`config.mk`:
```
export PLATFORM = sky130hd
export DESIGN_NAME = emb_lane
export DESIGN_NICKNAME = d
export VERILOG_FILES = /design/src/emb_lane.sv
export SDC_FILE = /design/constraint.sdc
export NUM_CORES = 1
export LEC_CHECK = 0
export ABC_AREA = 1
export BUFFER_PORTS_ARGS = -buffer_cell sky130_fd_sc_hd__buf_2
export CORE_MARGIN = 1.5
export CORE_UTILIZATION = 58
export DETAILED_ROUTE_END_ITERATION = 8
export MAX_ROUTING_LAYER = met4
export PLACE_DENSITY = 0.91
export SLEW_MARGIN = 20
export SYNTH_ARGS = -nofsm -noshare
export SYNTH_HDL_FRONTEND = slang
export SYNTH_SLANG_ARGS = --single-unit
```
`constraint.sdc`:
```
create_clock -name vclk -period 14.8
set_input_delay 2.22 -clock vclk [all_inputs]
set_output_delay 2.22 -clock vclk [all_outputs]
set_load 0.02 [all_outputs]
```
`src/emb_lane.sv`:
```
// one color lane: emboss kernel on a 3x3 window of 8-bit samples, clamped
`timescale 1ns / 1ps

module emb_lane (
  input  logic [7:0] top0_i,
  input  logic [7:0] top1_i,
  input  logic [7:0] mid0_i,
  input  logic [7:0] mid1_i,
  input  logic [7:0] mid2_i,
  input  logic [7:0] bot1_i,
  input  logic [7:0] bot2_i,
  output logic [7:0] res_o
);

  logic [10:0]        pos;
  logic [10:0]        neg;
  logic signed [11:0] sum;

  // kernel {-2,-1,0; -1,1,1; 0,1,2}, the top right and bottom left taps are zero
  always_comb begin
    pos = {3'b0, mid1_i} + {3'b0, mid2_i} + {3'b0, bot1_i} + {2'b0, bot2_i, 1'b0};
    neg = {2'b0, top0_i, 1'b0} + {3'b0, top1_i} + {3'b0, mid0_i};
    sum = $signed({1'b0, pos}) - $signed({1'b0, neg});
    if (sum < 12'sd0) begin
      res_o = 8'd0;
    end else if (sum > 12'sd255) begin
      res_o = 8'd255;
    end else begin
      res_o = sum[7:0];
    end
  end

endmodule

```
==> results.json <==
{
  "critPathArrivalTime_ps": 6070,
  "cp_top_family": "adder cells",
  "synthAdderAreaFrac_pct": 54.5,
  "first_global_vias": 1597,
  "syn_area_um2": 1800,
  "min_period_over_period_pct": 56.0,
  "sw_frac_of_total_pct": 61.7,
  "synth_xor_area_share_pct": 1.46,
  "crit_path_end_kind": "output pin",
  "p_sw_mw": 0.309,
  "grt_pass1_wl_mm": 5.87,
  "fin_area_um2": 2160,
  "tns_ps": 0,
  "ys_warn_count": 0,
  "cts_setup_buffers": 0,
  "peakVddDrop_mv": 0.102,
  "drive_gt1_share_pct": 24.3,
  "cap_violations": 0,
  "grtUsageTotal_pct": 22.0,
  "die_w_um": 58.7,
  "die_height_um": 58.7,
  "design.die.area_um2": 3450,
  "num_io_pins": 64,
  "wl_mm": 3.09,
  "grt_overflow_total": 0,
  "start_util_pct": 59.9,
  "synth_compound_area_share_pct": 1.81,
  "setup_slack_ps": 6510,
  "area_delta_synth_final_pct": 20.1,
  "ys_seq_area_share_pct": 0,
  "status": "finished clean",
  "fill_cells": 253,
  "multi_input_area_um2": 1390,
  "regArea_um2": 0,
  "via_per_inst": 4.62,
  "worst_pin_slew_ps": 215,
  "antenna_left": 0,
  "rsz0062_at_grt": "false",
  "synth_cell_types": 20,
  "setup_violations": 0,
  "cp_num_buf_inv": 7,
  "leakage_nw": 1.44,
  "core.rowCount": 20,
  "power_frac_clock_pct": 0,
  "postCtsResizedCells": 0,
  "pwr-share-seq_pct": 0,
  "antenna_found_initial": 0,
  "antenna_cells": 0,
  "fin_crit_ps": 8290,
  "max_slew_margin_pct": 85.7,
  "syn-mean-instance-area_um2": 7.34,
  "nClkBuffers": 0,
  "placed_area_um2": 2160,
  "hold_viol_final": 0,
  "dr.first_iter.drc_count": 14,
  "place_congestion": 0.853,
  "clock.fmax_mhz": 121,
  "hpwlAfterDp_mm": 3.05,
  "synth_area_leaders": "fa_1 43%, inv_1 22%, ha_1 11%",
  "synth_top_family_by_area": "adder cells",
  "p_per_area_nw_per_um2": 231,
  "place_ws_ps": 6480,
  "synth_top_cell_by_area": "fa_1",
  "cp-start-kind": "primary input",
  "final_common_cell": "inv_1",
  "hold_path.class": "in -> out",
  "slew_violations": 0,
  "crit_type": "in -> out",
  "slowest_delay_ps": 560,
  "postSynthCellCount": 245,
  "core-area_um2": 3000,
  "drt_pass1_iterations": 4,
  "cts_hold_buf": 0,
  "wire_per_inst_um": 9.04,
  "port_buffers": 64,
  "path_max_fanout": 8,
  "synth_top_area_share_pct": 43.4,
  "seq_cell_count": 0,
  "drcViolationCount": 0,
  "cp_slowest_cell": "fa_1",
  "final_nets": 422,
  "grt_max_degree": 9,
  "num_vias": 1581,
  "p_comb_share_pct": 100.0,
  "layout_common_cells": "107 x inv_1, 64 x buf_2, 43 x nand2_1",
  "synth_nets": 356,
  "cp.required_ps": 12580,
  "synth-simple-area-share_pct": 19.7,
  "synth_mux_area_share_pct": 0,
  "crit_chain": "buf_2 > fa_1 > fa_1 > inv_1 > fa_1 > fa_1 > inv_1 > ha_1 > inv_1 > fa_1 > inv_1 > nand3_1 > nand2_1 > nand2_1 > nand3_1 > nand2_2 > nor2_8 > nand3_1 > nand2_1 > inv_1 > buf_2",
  "internal_power_mw": 0.191
}
-- final timing paths --
check / from / end / slack [ps] / depth (start not counted)
max: mid1_i[1] / res_o[1] / 6510 / 21
min: bot1_i[0] / res_o[0] / 4970 / 7
-- routing by layer --
layer | global-route usage [%] | vias to the layer above | share of wire, %
met2 | 47.7 | 46 | 59
met5 | - | - | 0
met1 | 21.9 | 731 | 36
li1 | - | 800 | -
met3 | 0.220 | 4 | 3.8
met4 | 2.27 | 0 | 1.2
-- cell type report --
type,count,area share [%]
Multi-Input combinational cell,137,64.5
Inverter,108,18.8
Timing Repair Buffer,64,14.8
Tap cell,33,1.91
-- worst min-delay path: stages --
cell and delay (ps):
buf_2 80, ha_1 130, inv_1 40, nand3_1 70, nand2_1 40, inv_1 40, buf_2 150
-- cells in the mapped netlist --
cell / number
fa_1: 39
a21oi_1: 3
nand2_4: 1
a21oi_2: 1
a31o_2: 1
nand2_1: 43
ha_1: 16
nand3_1: 13
nor2_8: 1
nand3b_1: 1
nor2_1: 5
inv_2: 1
nand2_2: 4
or2_1: 1
nand3_2: 2
and2_1: 1
xnor2_1: 2
xor2_1: 1
inv_1: 107
nand4_1: 2
-- metrics by stage --
stage,utilization (%),instances,power (mW),hold slack [ps]
4_1_cts,72.0,342,0.506,4980
6_report,72.0,342,0.500,4970
3_3_place_gp,72.0,342,0.486,4970
5_1_grt,72.0,342,0.580,5010
3_5_place_dp,72.0,342,0.504,4970
2_1_floorplan,-,245,0.402,4810
-- kinds of logic (layout without fill, tap and decap cells) --
logic type / after synthesis / after routing
adders and majority gates: 55 / 55
and+or+nand+nor: 74 / 74
buffers and inverters: 108 / 172
xor gates and xnor gates: 3 / 3
AOI/OAI and AO/OA: 5 / 5
-- power by group through the flow --
stage	Clock, mW	Sequential [mW]	Combinational, mW
6_report	0	0	0.500
5_1_grt	0	0	0.580
4_1_cts	0	0	0.506
3_5_place_dp	0	0	0.504
3_3_place_gp	0	0	0.486
2_1_floorplan	0	0	0.402
No activity file was read; power rests on OpenSTA's default activity.
